**src/design/disk_request_elevator_scheduler_top_macros.svh**
```systemverilog
// ----------------------------------------------------------------------------
// Assertion macros for the disk request scheduler
// Shared concurrent assertion forms, clocked on clk and disabled in reset.
// ----------------------------------------------------------------------------
`ifndef DISK_REQUEST_ELEVATOR_SCHEDULER_TOP_MACROS_SVH
`define DISK_REQUEST_ELEVATOR_SCHEDULER_TOP_MACROS_SVH

// Same-cycle implication.
`define DRS_ASSERT(label, ante, cons, msg) \
  label: assert property (@(posedge clk) disable iff (!rst_n) (ante) |-> (cons)) \
    else $error(msg);

// Next-cycle implication.
`define DRS_ASSERT_NEXT(label, ante, cons, msg) \
  label: assert property (@(posedge clk) disable iff (!rst_n) (ante) |=> (cons)) \
    else $error(msg);

`endif

```
**src/design/drs_pkg.sv**
```systemverilog
// ----------------------------------------------------------------------------
// Disk request scheduler package
// Field widths, codes, defaults and the structs shared by the scheduler files.
// ----------------------------------------------------------------------------
package drs_pkg;

  localparam int BLOCK_W = 12;
  localparam int TAG_W   = 4;
  localparam int OCC_W   = 5;
  localparam int KEY_W   = BLOCK_W + 1;

  localparam int QUEUE_DEPTH_DEF = 16;
  localparam int NUM_BLOCKS_DEF  = 4096;
  localparam int DATA_START_DEF  = 64;

  localparam logic OP_ENQUEUE  = 1'b0;
  localparam logic OP_DISPATCH = 1'b1;

  typedef enum logic [1:0] {
    STAT_OK    = 2'd0,
    STAT_RANGE = 2'd1,
    STAT_FULL  = 2'd2,
    STAT_EMPTY = 2'd3
  } status_t;

  typedef struct packed {
    logic [TAG_W-1:0]   tag;
    logic               wr;
    logic [BLOCK_W-1:0] blk;
  } entry_t;

  // Running best of a dispatch scan as it walks down the row of cells.
  typedef struct packed {
    logic             tok;
    logic             found;
    logic [KEY_W-1:0] key;
    entry_t           entry;
  } scan_t;

  // Broadcast controls from the sequencer to every cell.
  typedef struct packed {
    logic               push;
    logic               pop;
    logic [BLOCK_W-1:0] head;
    entry_t             entry;
  } ctrl_t;

  typedef struct packed {
    logic               granted;
    logic [BLOCK_W-1:0] grant_block;
    logic               grant_write;
    logic [TAG_W-1:0]   grant_tag;
    status_t            status;
    logic [OCC_W-1:0]   occupancy;
  } res_t;

endpackage

```
**src/design/drs_ifaces.sv**
```systemverilog
// ----------------------------------------------------------------------------
// Disk request scheduler channel interfaces
// Valid/ready channels for requests, results and the enable register write.
// ----------------------------------------------------------------------------
interface drs_req_if import drs_pkg::*; ();
  logic               valid;
  logic               ready;
  logic               operation;
  logic [BLOCK_W-1:0] blk_num;
  logic               wr_flag;
  logic [TAG_W-1:0]   tag;

  modport source (output valid, operation, blk_num, wr_flag, tag, input ready);
  modport sink   (input valid, operation, blk_num, wr_flag, tag, output ready);
endinterface

interface drs_res_if import drs_pkg::*; ();
  logic               valid;
  logic               ready;
  logic               granted;
  logic [BLOCK_W-1:0] grant_block;
  logic               grant_write;
  logic [TAG_W-1:0]   grant_tag;
  logic [1:0]         status;
  logic [OCC_W-1:0]   occupancy;

  modport source (output valid, granted, grant_block, grant_write, grant_tag, status,
                  occupancy, input ready);
  modport sink   (input valid, granted, grant_block, grant_write, grant_tag, status,
                  occupancy, output ready);
endinterface

interface drs_cfg_if ();
  logic valid;
  logic ready;
  logic scheduler_enable;

  modport source (output valid, scheduler_enable, input ready);
  modport sink   (input valid, scheduler_enable, output ready);
endinterface

```
**src/design/disk_request_elevator_scheduler_top.sv**
```systemverilog
// ----------------------------------------------------------------------------
// Disk request elevator scheduler
// C-LOOK ordering of queued disk requests over a row of queue cells.
// ----------------------------------------------------------------------------
// An enqueue, or a dispatch on an empty queue, has its result registered and
// passed to the output register before the next request is accepted. A
// dispatch that finds requests starts a scan: the running best walks down the
// row of queue cells one cell per clock, then the winner is removed, the rest
// shift up by one together and the result is loaded into the output register.
// A result that waits in the output register does not stop the next request
// from being accepted. Valid bits are cleared by reset, so no clearing pass is
// needed.
`include "disk_request_elevator_scheduler_top_macros.svh"

module disk_request_elevator_scheduler_top import drs_pkg::*; #(
  parameter int QUEUE_DEPTH = QUEUE_DEPTH_DEF,
  parameter int NUM_BLOCKS  = NUM_BLOCKS_DEF,
  parameter int DATA_START  = DATA_START_DEF
) (
  input logic      clk,
  input logic      rst_n,
  drs_req_if.sink  in_req,
  drs_res_if.source out_res,
  drs_cfg_if.sink  cfg_wr
);

  localparam int IW      = $clog2(QUEUE_DEPTH);
  localparam int CW      = $clog2(QUEUE_DEPTH + 1);
  localparam int RANGE_W = 17;

  typedef enum logic [1:0] {
    ST_IDLE,
    ST_SCAN,
    ST_WAIT
  } state_t;

  state_t           state_r;
  logic [CW-1:0]    count_r;
  logic [BLOCK_W-1:0] head_r;
  logic             enable_r;
  logic             scan_start_r;
  logic             out_valid_r;
  res_t             out_r;
  res_t             res_r;

  logic [QUEUE_DEPTH-1:0] cell_valid;
  entry_t           cell_entry [QUEUE_DEPTH];
  scan_t            scan_link  [QUEUE_DEPTH+1];
  logic [IW-1:0]    scan_idx   [QUEUE_DEPTH+1];

  ctrl_t            ctrl;
  logic             in_acc;
  logic             in_range;
  logic             full;
  logic             push;
  logic             scan_done;
  entry_t           req_entry;
  res_t             imm_res;
  res_t             pop_res;

  assign in_acc    = in_req.valid && in_req.ready;
  assign in_range  = (RANGE_W'(in_req.blk_num) >= RANGE_W'(DATA_START)) &&
                     (RANGE_W'(in_req.blk_num) <  RANGE_W'(NUM_BLOCKS));
  assign full      = (count_r == CW'(QUEUE_DEPTH));
  assign push      = in_acc && (in_req.operation == OP_ENQUEUE) && in_range &&
                     enable_r && !full;
  assign scan_done = (state_r == ST_SCAN) && scan_link[QUEUE_DEPTH].tok;

  assign req_entry.blk = in_req.blk_num;
  assign req_entry.wr  = in_req.wr_flag;
  assign req_entry.tag = in_req.tag;

  assign ctrl.push  = push;
  assign ctrl.pop   = scan_done;
  assign ctrl.head  = head_r;
  assign ctrl.entry = req_entry;

  assign scan_link[0].tok   = scan_start_r;
  assign scan_link[0].found = 1'b0;
  assign scan_link[0].key   = '0;
  assign scan_link[0].entry = '0;
  assign scan_idx[0]        = '0;

  for (genvar i = 0; i < QUEUE_DEPTH; i++) begin : g_cell
    logic   prev_valid;
    logic   next_valid;
    entry_t next_entry;

    if (i == 0) begin : g_first
      assign prev_valid = 1'b1;
    end else begin : g_mid
      assign prev_valid = cell_valid[i-1];
    end

    if (i == QUEUE_DEPTH - 1) begin : g_last
      assign next_valid = 1'b0;
      assign next_entry = '0;
    end else begin : g_inner
      assign next_valid = cell_valid[i+1];
      assign next_entry = cell_entry[i+1];
    end

    drs_cell #(
      .QUEUE_DEPTH (QUEUE_DEPTH),
      .IDX         (i)
    ) u_cell (
      .clk          (clk),
      .rst_n        (rst_n),
      .ctrl         (ctrl),
      .pop_idx      (scan_idx[QUEUE_DEPTH]),
      .prev_valid   (prev_valid),
      .next_valid   (next_valid),
      .next_entry   (next_entry),
      .scan_in      (scan_link[i]),
      .scan_idx_in  (scan_idx[i]),
      .scan_out     (scan_link[i+1]),
      .scan_idx_out (scan_idx[i+1]),
      .cell_valid   (cell_valid[i]),
      .cell_entry   (cell_entry[i])
    );
  end

  // Result of a request that finishes in the cycle it is accepted.
  always_comb begin
    imm_res           = '0;
    imm_res.status    = STAT_OK;
    imm_res.occupancy = OCC_W'(count_r + CW'(push));
    if (in_req.operation == OP_ENQUEUE) begin
      if (!in_range) begin
        imm_res.status = STAT_RANGE;
      end else if (!enable_r) begin
        imm_res.granted     = 1'b1;
        imm_res.grant_block = in_req.blk_num;
        imm_res.grant_write = in_req.wr_flag;
        imm_res.grant_tag   = in_req.tag;
      end else if (full) begin
        imm_res.status = STAT_FULL;
      end
    end else begin
      imm_res.status = STAT_EMPTY;
    end
  end

  always_comb begin
    pop_res             = '0;
    pop_res.granted     = 1'b1;
    pop_res.grant_block = scan_link[QUEUE_DEPTH].entry.blk;
    pop_res.grant_write = scan_link[QUEUE_DEPTH].entry.wr;
    pop_res.grant_tag   = scan_link[QUEUE_DEPTH].entry.tag;
    pop_res.status      = STAT_OK;
    pop_res.occupancy   = OCC_W'(count_r - CW'(1));
  end

  always_ff @(posedge clk) begin
    if (!rst_n) begin
      state_r      <= ST_IDLE;
      count_r      <= '0;
      head_r       <= BLOCK_W'(DATA_START);
      enable_r     <= 1'b1;
      scan_start_r <= 1'b0;
      out_valid_r  <= 1'b0;
    end else begin
      scan_start_r <= in_acc && (in_req.operation == OP_DISPATCH) && (count_r != '0);
      if (cfg_wr.valid && cfg_wr.ready) begin
        enable_r <= cfg_wr.scheduler_enable;
      end
      // In ST_WAIT the output register is reloaded below instead.
      if (out_valid_r && out_res.ready && (state_r != ST_WAIT)) begin
        out_valid_r <= 1'b0;
      end
      case (state_r)
        ST_IDLE: begin
          if (in_acc) begin
            if ((in_req.operation == OP_DISPATCH) && (count_r != '0)) begin
              state_r <= ST_SCAN;
            end else begin
              res_r   <= imm_res;
              count_r <= count_r + CW'(push);
              state_r <= ST_WAIT;
            end
          end
        end
        ST_SCAN: begin
          if (scan_done) begin
            res_r   <= pop_res;
            head_r  <= scan_link[QUEUE_DEPTH].entry.blk;
            count_r <= count_r - CW'(1);
            state_r <= ST_WAIT;
          end
        end
        ST_WAIT: begin
          if (!out_valid_r || out_res.ready) begin
            out_r       <= res_r;
            out_valid_r <= 1'b1;
            state_r     <= ST_IDLE;
          end
        end
        default: begin
          state_r <= ST_IDLE;
        end
      endcase
    end
  end

  assign in_req.ready = (state_r == ST_IDLE);
  assign cfg_wr.ready = 1'b1;

  assign out_res.valid       = out_valid_r;
  assign out_res.granted     = out_r.granted;
  assign out_res.grant_block = out_r.grant_block;
  assign out_res.grant_write = out_r.grant_write;
  assign out_res.grant_tag   = out_r.grant_tag;
  assign out_res.status      = out_r.status;
  assign out_res.occupancy   = out_r.occupancy;

  // The fill count must always match the cells that hold a request.
  `DRS_ASSERT(a_count_matches, 1'b1, $countones(cell_valid) == count_r, "count mismatch")
  // Occupied cells stay packed toward the oldest end of the row.
  `DRS_ASSERT(a_compacted, 1'b1, ((cell_valid + 1'b1) & cell_valid) == '0, "queue has a gap")
  // A scan over a nonempty queue always ends with a winner.
  `DRS_ASSERT(a_scan_found, scan_done, scan_link[QUEUE_DEPTH].found, "scan found nothing")
  // A dispatch on an empty queue reports empty without starting a scan.
  `DRS_ASSERT_NEXT(a_empty_dispatch,
    in_acc && (in_req.operation == OP_DISPATCH) && (count_r == '0),
    (state_r == ST_WAIT) && (res_r.status == STAT_EMPTY) && !scan_start_r,
    "empty dispatch mishandled")

endmodule

```
**src/design/drs_cell.sv**
```systemverilog
// ----------------------------------------------------------------------------
// Disk request scheduler queue cell
// Holds one queued request, takes part in the dispatch scan and compaction.
// ----------------------------------------------------------------------------
module drs_cell import drs_pkg::*; #(
  parameter int  QUEUE_DEPTH = QUEUE_DEPTH_DEF,
  parameter int  IDX         = 0,
  localparam int IW          = $clog2(QUEUE_DEPTH)
) (
  input  logic          clk,
  input  logic          rst_n,
  input  ctrl_t         ctrl,
  input  logic [IW-1:0] pop_idx,
  input  logic          prev_valid,
  input  logic          next_valid,
  input  entry_t        next_entry,
  input  scan_t         scan_in,
  input  logic [IW-1:0] scan_idx_in,
  output scan_t         scan_out,
  output logic [IW-1:0] scan_idx_out,
  output logic          cell_valid,
  output entry_t        cell_entry
);

  logic          valid_r;
  entry_t        entry_r;
  scan_t         scan_r;
  scan_t         scan_nxt;
  logic [IW-1:0] idx_r;
  logic [IW-1:0] idx_nxt;
  logic [KEY_W-1:0] key;
  logic          take;

  // Blocks below the head rank after every block at or above it.
  assign key  = {entry_r.blk < ctrl.head, entry_r.blk};
  assign take = scan_in.tok && valid_r && (!scan_in.found || key < scan_in.key);

  always_comb begin
    scan_nxt = scan_in;
    idx_nxt  = scan_idx_in;
    if (take) begin
      scan_nxt.found = 1'b1;
      scan_nxt.key   = key;
      scan_nxt.entry = entry_r;
      idx_nxt        = IW'(IDX);
    end
  end

  always_ff @(posedge clk) begin
    if (!rst_n) begin
      valid_r    <= 1'b0;
      scan_r.tok <= 1'b0;
    end else begin
      scan_r <= scan_nxt;
      idx_r  <= idx_nxt;
      if (ctrl.pop && (IW'(IDX) >= pop_idx)) begin
        valid_r <= next_valid;
        entry_r <= next_entry;
      end else if (ctrl.push && !valid_r && prev_valid) begin
        valid_r <= 1'b1;
        entry_r <= ctrl.entry;
      end
    end
  end

  assign scan_out     = scan_r;
  assign scan_idx_out = idx_r;
  assign cell_valid   = valid_r;
  assign cell_entry   = entry_r;

endmodule
```
**src/flat_wrapper.sv**
```systemverilog
// flat-port wrapper written by rule: the top's interface ports become plain ports
module disk_request_elevator_scheduler_top_flat import drs_pkg::*;
#(
  parameter int QUEUE_DEPTH = QUEUE_DEPTH_DEF,
  parameter int NUM_BLOCKS  = NUM_BLOCKS_DEF,
  parameter int DATA_START  = DATA_START_DEF
)
  (clk, rst_n, in_req_valid, in_req_operation, in_req_blk_num, in_req_wr_flag, in_req_tag, in_req_ready, out_res_valid, out_res_granted, out_res_grant_block, out_res_grant_write, out_res_grant_tag, out_res_status, out_res_occupancy, out_res_ready, cfg_wr_valid, cfg_wr_scheduler_enable, cfg_wr_ready);
  drs_req_if in_req_i ();
  drs_res_if out_res_i ();
  drs_cfg_if cfg_wr_i ();
  input logic clk;
  input logic rst_n;
  input wire logic [$bits(in_req_i.valid)-1:0] in_req_valid;
  input wire logic [$bits(in_req_i.operation)-1:0] in_req_operation;
  input wire logic [$bits(in_req_i.blk_num)-1:0] in_req_blk_num;
  input wire logic [$bits(in_req_i.wr_flag)-1:0] in_req_wr_flag;
  input wire logic [$bits(in_req_i.tag)-1:0] in_req_tag;
  output wire logic [$bits(in_req_i.ready)-1:0] in_req_ready;
  output wire logic [$bits(out_res_i.valid)-1:0] out_res_valid;
  output wire logic [$bits(out_res_i.granted)-1:0] out_res_granted;
  output wire logic [$bits(out_res_i.grant_block)-1:0] out_res_grant_block;
  output wire logic [$bits(out_res_i.grant_write)-1:0] out_res_grant_write;
  output wire logic [$bits(out_res_i.grant_tag)-1:0] out_res_grant_tag;
  output wire logic [$bits(out_res_i.status)-1:0] out_res_status;
  output wire logic [$bits(out_res_i.occupancy)-1:0] out_res_occupancy;
  input wire logic [$bits(out_res_i.ready)-1:0] out_res_ready;
  input wire logic [$bits(cfg_wr_i.valid)-1:0] cfg_wr_valid;
  input wire logic [$bits(cfg_wr_i.scheduler_enable)-1:0] cfg_wr_scheduler_enable;
  output wire logic [$bits(cfg_wr_i.ready)-1:0] cfg_wr_ready;
  assign in_req_i.valid = in_req_valid;
  assign in_req_i.operation = in_req_operation;
  assign in_req_i.blk_num = in_req_blk_num;
  assign in_req_i.wr_flag = in_req_wr_flag;
  assign in_req_i.tag = in_req_tag;
  assign in_req_ready = in_req_i.ready;
  assign out_res_valid = out_res_i.valid;
  assign out_res_granted = out_res_i.granted;
  assign out_res_grant_block = out_res_i.grant_block;
  assign out_res_grant_write = out_res_i.grant_write;
  assign out_res_grant_tag = out_res_i.grant_tag;
  assign out_res_status = out_res_i.status;
  assign out_res_occupancy = out_res_i.occupancy;
  assign out_res_i.ready = out_res_ready;
  assign cfg_wr_i.valid = cfg_wr_valid;
  assign cfg_wr_i.scheduler_enable = cfg_wr_scheduler_enable;
  assign cfg_wr_ready = cfg_wr_i.ready;
  disk_request_elevator_scheduler_top #(.QUEUE_DEPTH(QUEUE_DEPTH), .NUM_BLOCKS(NUM_BLOCKS), .DATA_START(DATA_START)) u_core (.clk(clk), .rst_n(rst_n), .in_req(in_req_i), .out_res(out_res_i), .cfg_wr(cfg_wr_i));
endmodule
```
**config.mk**
```make
export PLATFORM = sky130hd
export DESIGN_NAME = disk_request_elevator_scheduler_top_flat
export DESIGN_NICKNAME = d
export VERILOG_FILES = /design/src/design/drs_pkg.sv /design/src/design/drs_ifaces.sv /design/src/design/disk_request_elevator_scheduler_top.sv /design/src/design/drs_cell.sv /design/src/flat_wrapper.sv
export VERILOG_INCLUDE_DIRS = /design/src /design/src/design
export SDC_FILE = /design/constraint.sdc
export NUM_CORES = 1
export LEC_CHECK = 0
export ABC_CLOCK_PERIOD_IN_PS = 4700
export BUFFER_PORTS_ARGS = -buffer_cell sky130_fd_sc_hd__buf_2
export CAP_MARGIN = 10
export CELL_PAD_IN_SITES_DETAIL_PLACEMENT = 2
export CELL_PAD_IN_SITES_GLOBAL_PLACEMENT = 2
export CORE_MARGIN = 2
export CORE_UTILIZATION = 46
export DETAILED_ROUTE_END_ITERATION = 10
export GPL_TIMING_DRIVEN = 1
export PLACE_DENSITY = 0.89
export SYNTH_ARGS = -nofsm -noshare
export SYNTH_HDL_FRONTEND = slang
export SYNTH_SLANG_ARGS = --single-unit
```
**constraint.sdc**
```tcl
create_clock -name clk -period 4.7 [get_ports clk]
set_input_delay 0.705 -clock clk [delete_from_list [all_inputs] [get_ports clk]]
set_output_delay 0.705 -clock clk [all_outputs]
set_load 0.05 [all_outputs]
```
# ---- Word-level counts from Yosys, hierarchy flattened
# Index checks and enable logic that the tools add are counted.
dict set report word_totals {
  ff_bits 907
  latchBits 0
  mem_bits_rw 0
  romBits 0
  input_bits 24
  output_inout_bits 28
  memories 0
}
dict set report op_classes {
  n_addsub 2
  n_mul 0
  n_div 0
  order_cmp 48
  n_eq_ne 8
  n_shift 0
  n_mux 100
  bitwise 2
  reduce_logical 179
}
# operator count
set ops {}
lappend ops {{two-way mux 17 bit} 32}
lappend ops {{two-way mux 30 bit} 14}
lappend ops {{less-than comparator 13 bit} 15}
lappend ops {{less-than comparator 12 bit} 16}
lappend ops {{logical AND 1 bit} 89}
lappend ops {{two-way mux 25 bit} 3}
lappend ops {{two-way mux 18 bit} 3}
lappend ops {{one-hot mux 25 bit (2 select lines)} 1}
lappend ops {{AND reduction 2 bit} 17}
lappend ops {{nonzero test 2 bit} 17}
lappend ops {{logical NOT 1 bit} 33}
lappend ops {{two-way mux 1 bit} 33}
lappend ops {{>= comparator 4 bit (first input constant)} 8}
lappend ops {{two-way mux 31 bit} 1}
lappend ops {{>= comparator 3 x 4 -> 1 bit (first input constant)} 4}
lappend ops {{logical OR 1 bit} 16}
lappend ops {{two-way mux 2 bit} 8}
lappend ops {{two-way mux 5 bit} 3}
lappend ops {{>= comparator 12 x 7 -> 1 bit (second input constant)} 1}
lappend ops {{one-hot mux 5 bit (2 select lines)} 1}
lappend ops {{>= comparator 1 x 4 -> 1 bit (first input constant)} 2}
lappend ops {{>= comparator 2 x 4 -> 1 bit (first input constant)} 2}
lappend ops {{inequality test 2 bit (second input constant)} 3}
lappend ops {{one-hot mux 2 bit (3 select lines)} 1}
lappend ops {{other kinds (13)} 16}

# ---- Depth between registers and ports, before layout
dict set report logic_depth {
  ltp_word 10
  ltp_mapped 15
  mapped_depth_nobuf 14
}

# ---- Modules after synthesis
# Synthesis repeated with hierarchy kept, for this count alone.
dict set report hier_totals {
  cells_unflattened 3456
  hier_area_um2 49790.3
}
# mod instances cells_each area_each_um2 seq_area_each_um2
set by_module_without_submodules {}
lappend by_module_without_submodules {{drs_cell (u_core.g_cell[12].u_cell ...)} 3 200 2952.8 1601.5}
lappend by_module_without_submodules {{drs_cell (u_core.g_cell[11].u_cell ...)} 2 201 2951.6 1601.5}
lappend by_module_without_submodules {{drs_cell (u_core.g_cell[13].u_cell ...)} 2 200 2950.3 1601.5}
lappend by_module_without_submodules {{drs_cell (u_core.g_cell[0].u_cell)} 1 202 2956.6 1601.5}
lappend by_module_without_submodules {{drs_cell (u_core.g_cell[10].u_cell)} 1 201 2955.3 1601.5}
lappend by_module_without_submodules {{drs_cell (u_core.g_cell[5].u_cell)} 1 202 2955.3 1601.5}
lappend by_module_without_submodules {{drs_cell (u_core.g_cell[1].u_cell)} 1 201 2952.8 1601.5}
lappend by_module_without_submodules {{drs_cell (u_core.g_cell[7].u_cell)} 1 200 2945.3 1601.5}
lappend by_module_without_submodules {{drs_cell (u_core.g_cell[15].u_cell)} 1 200 2941.6 1601.5}
lappend by_module_without_submodules {{drs_cell (u_core.g_cell[4].u_cell)} 1 203 2894.0 1601.5}
lappend by_module_without_submodules {{drs_cell (u_core.g_cell[6].u_cell)} 1 203 2854.0 1601.5}
lappend by_module_without_submodules {{drs_cell (u_core.g_cell[14].u_cell)} 1 203 2851.5 1601.5}
lappend by_module_without_submodules {disk_request_elevator_scheduler_top 1 239 2821.5 1941.9}

# ---- Least setup slack after synthesis
# No wires, ideal clock.
dict set report synth_timing {
  path_kind {register to register}
  startpoint {register u_core.head_r[9]}
  endpoint {register u_core.g_cell[1].u_cell.scan_r (netlist bit u_core.g_cell[1].u_cell.scan_out[20]), data pin}
  setup_time_ps 260
  t_arrival_ps 3460
  t_required_ps 4440
  setup_slack_ps 980
  path_stages_with_launch 16
  n_path_buf 1
  synth_period_minus_slack_ps 3720
  path_cell_list {dfxtp_1 -> inv_1 -> ha_1 -> a21o_1 -> a21oi_1 -> nor3b_1 -> o31ai_1 -> o211ai_1 -> ha_1 -> a21oi_1 -> o21ai_0 -> a211oi_1 -> o21ai_0 -> a31oi_2 -> buf_2 -> mux2_2}
}
# element line
set synth_lines {}
lappend synth_lines {{start: declaration} disk_request_elevator_scheduler_top.sv:39} ;# logic [BLOCK_W-1:0] head_r;
lappend synth_lines {{start signal: assignment} disk_request_elevator_scheduler_top.sv:158} ;# head_r <= BLOCK_W'(DATA_START);
lappend synth_lines {{start signal: assignment} disk_request_elevator_scheduler_top.sv:186} ;# head_r <= scan_link[QUEUE_DEPTH].entry.blk;
lappend synth_lines {{end signal: assignment} drs_cell.sv:54} ;# scan_r <= scan_nxt;
lappend synth_lines {{end: declaration} drs_cell.sv:27} ;# scan_t scan_r;

==> results.cfg <==
[worst_setup_path]
critical_path.reg2reg.startpoint = u_core.head_r[2]$_SDFFE_PN0P_
worstReg2RegEnd = u_core.g_cell[10].u_cell.scan_out[15]$_DFFE_PP_
critPathRequiredTime_ns = 5.09
ws_path_type = flop to flop
critical_path.max_fanout = 22
arrival_ns = 5.09
crit_slowest_cell = a2111oi_1
critical_path.startpoint_type = flop
r2r_slack_ns = 0.004
worst_setup_path_end_kind = flop
path_cells = inv_1 -> buf_12 -> ha_1 -> a211o_1 -> a31oi_1 -> nor4_1 -> a2111oi_1 -> o21a_1 -> ha_1 -> a21oi_1 -> o21ai_0 -> a211o_1 -> a41oi_1 -> o211ai_1 -> buf_4 -> mux2_2
timing.critical_path.slowest_cell_delay_ns = 0.71
number_of_cell_instances_on_the_worst_register_to_register_path = 16
cp_num_buf_inv = 3
cpLargestDelayFamily = compound AO/OA/AOI/OAI gates

[power]
worst_ir_drop_vdd_uv = 281
p_per_cell_area_nw_per_um2 = 354
total_leakage_power_nw = 16.7

[clock_tree]
cts_root_buf = clkbuf_16
clk_latency_ns = 0.67
cts_tree = built
cts-buffers-inserted = 82
cts_hold_buffers = 0
cts.reportedPaths.clkPinSlew_ns = 0.06
h-tree-depth = 3
numClockSinks = 727
clk_path_buf_depth = 3

[die]
floorplan.core_area_um2 = 81800
die_h_um = 291
design.portCount = 52
chipWidth_um = 291
initial_utilization_pct = 46.3
die_area_um2 = 84700
std_cell_rows = 105

[job]
timing.max_cap.violations = 0

[grt]
initial_antenna_violation_count = 10
pin_count_of_the_biggest_net_entering_global_routing = 131
grt_first_pass_wirelength_mm = 233
grt_overflow = 0
grt.total_usage_pct = 38.3
first_global_vias = 30800

[synthesis]
post_synth_inst_count = 2842
synth_top_cell_by_area = edfxtp_1
netlist-cell-type-count = 55
number_of_flops_mapped_to_enable_cells_by_yosys = 673
yosysMostFrequentCell = edfxtp_1
synthesis.area_um2 = 37900
cell_types_with_the_highest_counts_after_synthesis = edfxtp_1 (673), mux2_2 (490), ha_1 (359)
ys.flop_type = edfxtp_1
synth_seq_cells = 727
async_flop_share_pct = 0
synth_nets = 3225
syn_avg_cell_area_um2 = 13.3
synth_top_cell_area_share_pct = 53.3
ys.warnings.count = 0
yosysSeqAreaShare_pct = 56.1
synthTopCellsByArea = edfxtp_1 (53%), mux2_2 (15%), ha_1 (12%), dfxtp_1 (2.9%), nand2_1 (2.1%)

[timing]
timing_hold_violations_final = 0
period_minus_slack_ns = 4.70
worst_clock_skew_ns = 0.0314
timing.slew.headroom_pct = 22.9
achievable-frequency_mhz = 213
final-max-slew-violation-count = 0
tightestPinTransition_ns = 1.15
setup_violations = 0
layout_worst_path_cycle_share_pct = 99.9

[hold_path]
hold_path_class = input pin to flop
whs_endpoint = u_core.enable_r$_SDFFE_PN1P_
holdCritStartpoint = cfg_wr_scheduler_enable
holdPathStages = 3

[placed_design]
globalplace.congestion = 0.832
place.port_buffers = 50
place_inst = 3942
dp_hpwl_mm = 96.0
placed_cell_area_um2 = 39900

[route]
first_iter_violations = 2641
route.detailed.drc = 0
first_pass_iters = 5
drt-wirelength-per-cell_um = 39.6
wl_mm = 163
vias_per_cell = 6.74
routed-via-count = 27700
antenna_violating_nets_post_route = 0

[cells_and_area]
drive_above_1_share_pct = 26.6
fin_area_um2 = 42800
finalNetCount = 3351
areaGrowthSynthToFinish_pct = 12.9
finish.cell_count_without_fillers = 4107

[outcome]
outcome = completed
## repair_timing
item | 4_1_cts | 5_1_grt
setup buffers | 6 | 3
cloned | 0 | 2
pin swaps | 2 | 3
gates resized for setup | 19 | 29
endpoints found under the setup margin | 180 | 210
## metrics by stage
step / power (mW) / hold WS [ns] / setup slack (ns) / util [%] / setup TNS [ns]
floorplan: 7.95 / 0.400 / 0.980 / - / 0
global placement: 8.27 / 0.403 / 0.433 / 48.7 / 0
detailed placement: 8.41 / 0.412 / -0.0770 / 48.7 / -0.777
CTS: 15.1 / 0.359 / 0.00740 / 52.1 / 0
global route: 15.4 / 0.382 / -0.0374 / 52.3 / -0.147
finish: 15.2 / 0.388 / 0.00426 / 52.3 / 0
## layout make-up
cell class                 instances  area, µm²
clock inverter                    26        196
sequential                       727      21300
clock buffer                     126       2470
fill                            7475      39000
antenna                            1       2.50
timing repair buffer             150       1160
tap                             1070       1340
multi-input combinational       1803      15600
inverter                         204        781
## worst max-delay path by stage
stage | startpoint | to | slack (ns) | depth (start not counted)
after floorplan | u_core.head_r[9]$_SDFFE_PN0P_ | u_core.g_cell[1].u_cell.scan_out[20]$_DFFE_PP_ | 0.98 | 15
after global placement | u_core.head_r[5]$_SDFFE_PN0P_ | u_core.g_cell[2].u_cell.scan_out[15]$_DFFE_PP_ | 0.43 | 15
after detailed placement | u_core.head_r[8]$_SDFFE_PN0P_ | u_core.g_cell[2].u_cell.scan_out[25]$_DFFE_PP_ | -0.08 | 15
after CTS | u_core.head_r[5]$_SDFFE_PN0P_ | u_core.g_cell[2].u_cell.scan_out[25]$_DFFE_PP_ | 0.007 | 16
after global routing | u_core.head_r[2]$_SDFFE_PN0P_ | u_core.g_cell[10].u_cell.scan_out[15]$_DFFE_PP_ | -0.04 | 16
final | u_core.head_r[2]$_SDFFE_PN0P_ | u_core.g_cell[10].u_cell.scan_out[15]$_DFFE_PP_ | 0.004 | 16
## power by group
part | switching, mW | internal, mW | leakage, nW
clock | 3.05 | 3.71 | 1.30
sequential | 0.171 | 7.30 | 6.81
combinational | 0.626 | 0.325 | 8.60
total | 3.85 | 11.3 | 16.7
## cell usage in the layout (no fill, tap or decap), drive strengths merged, types with 9 or more instances in the layout
cell	netlist	routed
o211ai	17	17
dfxtp	54	54
nor3b	9	9
a22o	17	17
o21ai	65	65
and2	46	46
nand2	214	214
a211o	17	17
o21a	13	13
nand2b	55	55
a211oi	16	16
a21o	74	74
nand3	24	24
inv	204	203
a31oi	38	38
nand4	21	21
a41oi	13	13
and3	18	18
or2	11	11
nor2b	15	15
buf	27	147
nor2	67	67
a2111oi	9	9
ha	359	359
clkinv	0	19
edfxtp	673	673
clkbuf	81	129
mux2	490	490
a21oi	136	136
## registers in the layout, summed over array words and instances, names as in the netlist, 5 cells and up
name	flops
u_core.g_cell.u_cell.scan_out	318
u_core.g_cell.u_cell.cell_valid	16
u_core.g_cell.u_cell.cell_entry	272
u_core.out_res.occupancy	5
u_core.res_r	25
u_core.g_cell.u_cell.scan_idx_out	49
u_core.head_r	12
u_core.out_res.grant_block	12
u_core.count_r	5
## worst min-delay path: stages
cell	delay (ns)
buf_2	0.09
mux2i_1	0.09
nand2_1	0.10
## cell families after synthesis
group,share of synthesized area [%]
flip-flops,56.1
other,0.00989
AND/OR/NAND/NOR,6.58
AO/OA/AOI/OAI,7.47
XOR/XNOR,0.116
buffers and inverters,3.19
adder cells (fa/ha/maj),11.8
multiplexers,14.6
## routing by layer
layer / wire [µm] / vias to the layer above / track usage, %
met4: 14100 / 6 / 28.1
li1: - / 10900 / -
met2: 80600 / 1730 / 66.0
met3: 11200 / 782 / 7.94
met5: 40 / - / 0
met1: 56800 / 14300 / 41.7
(Power assumes the default switching activity.)
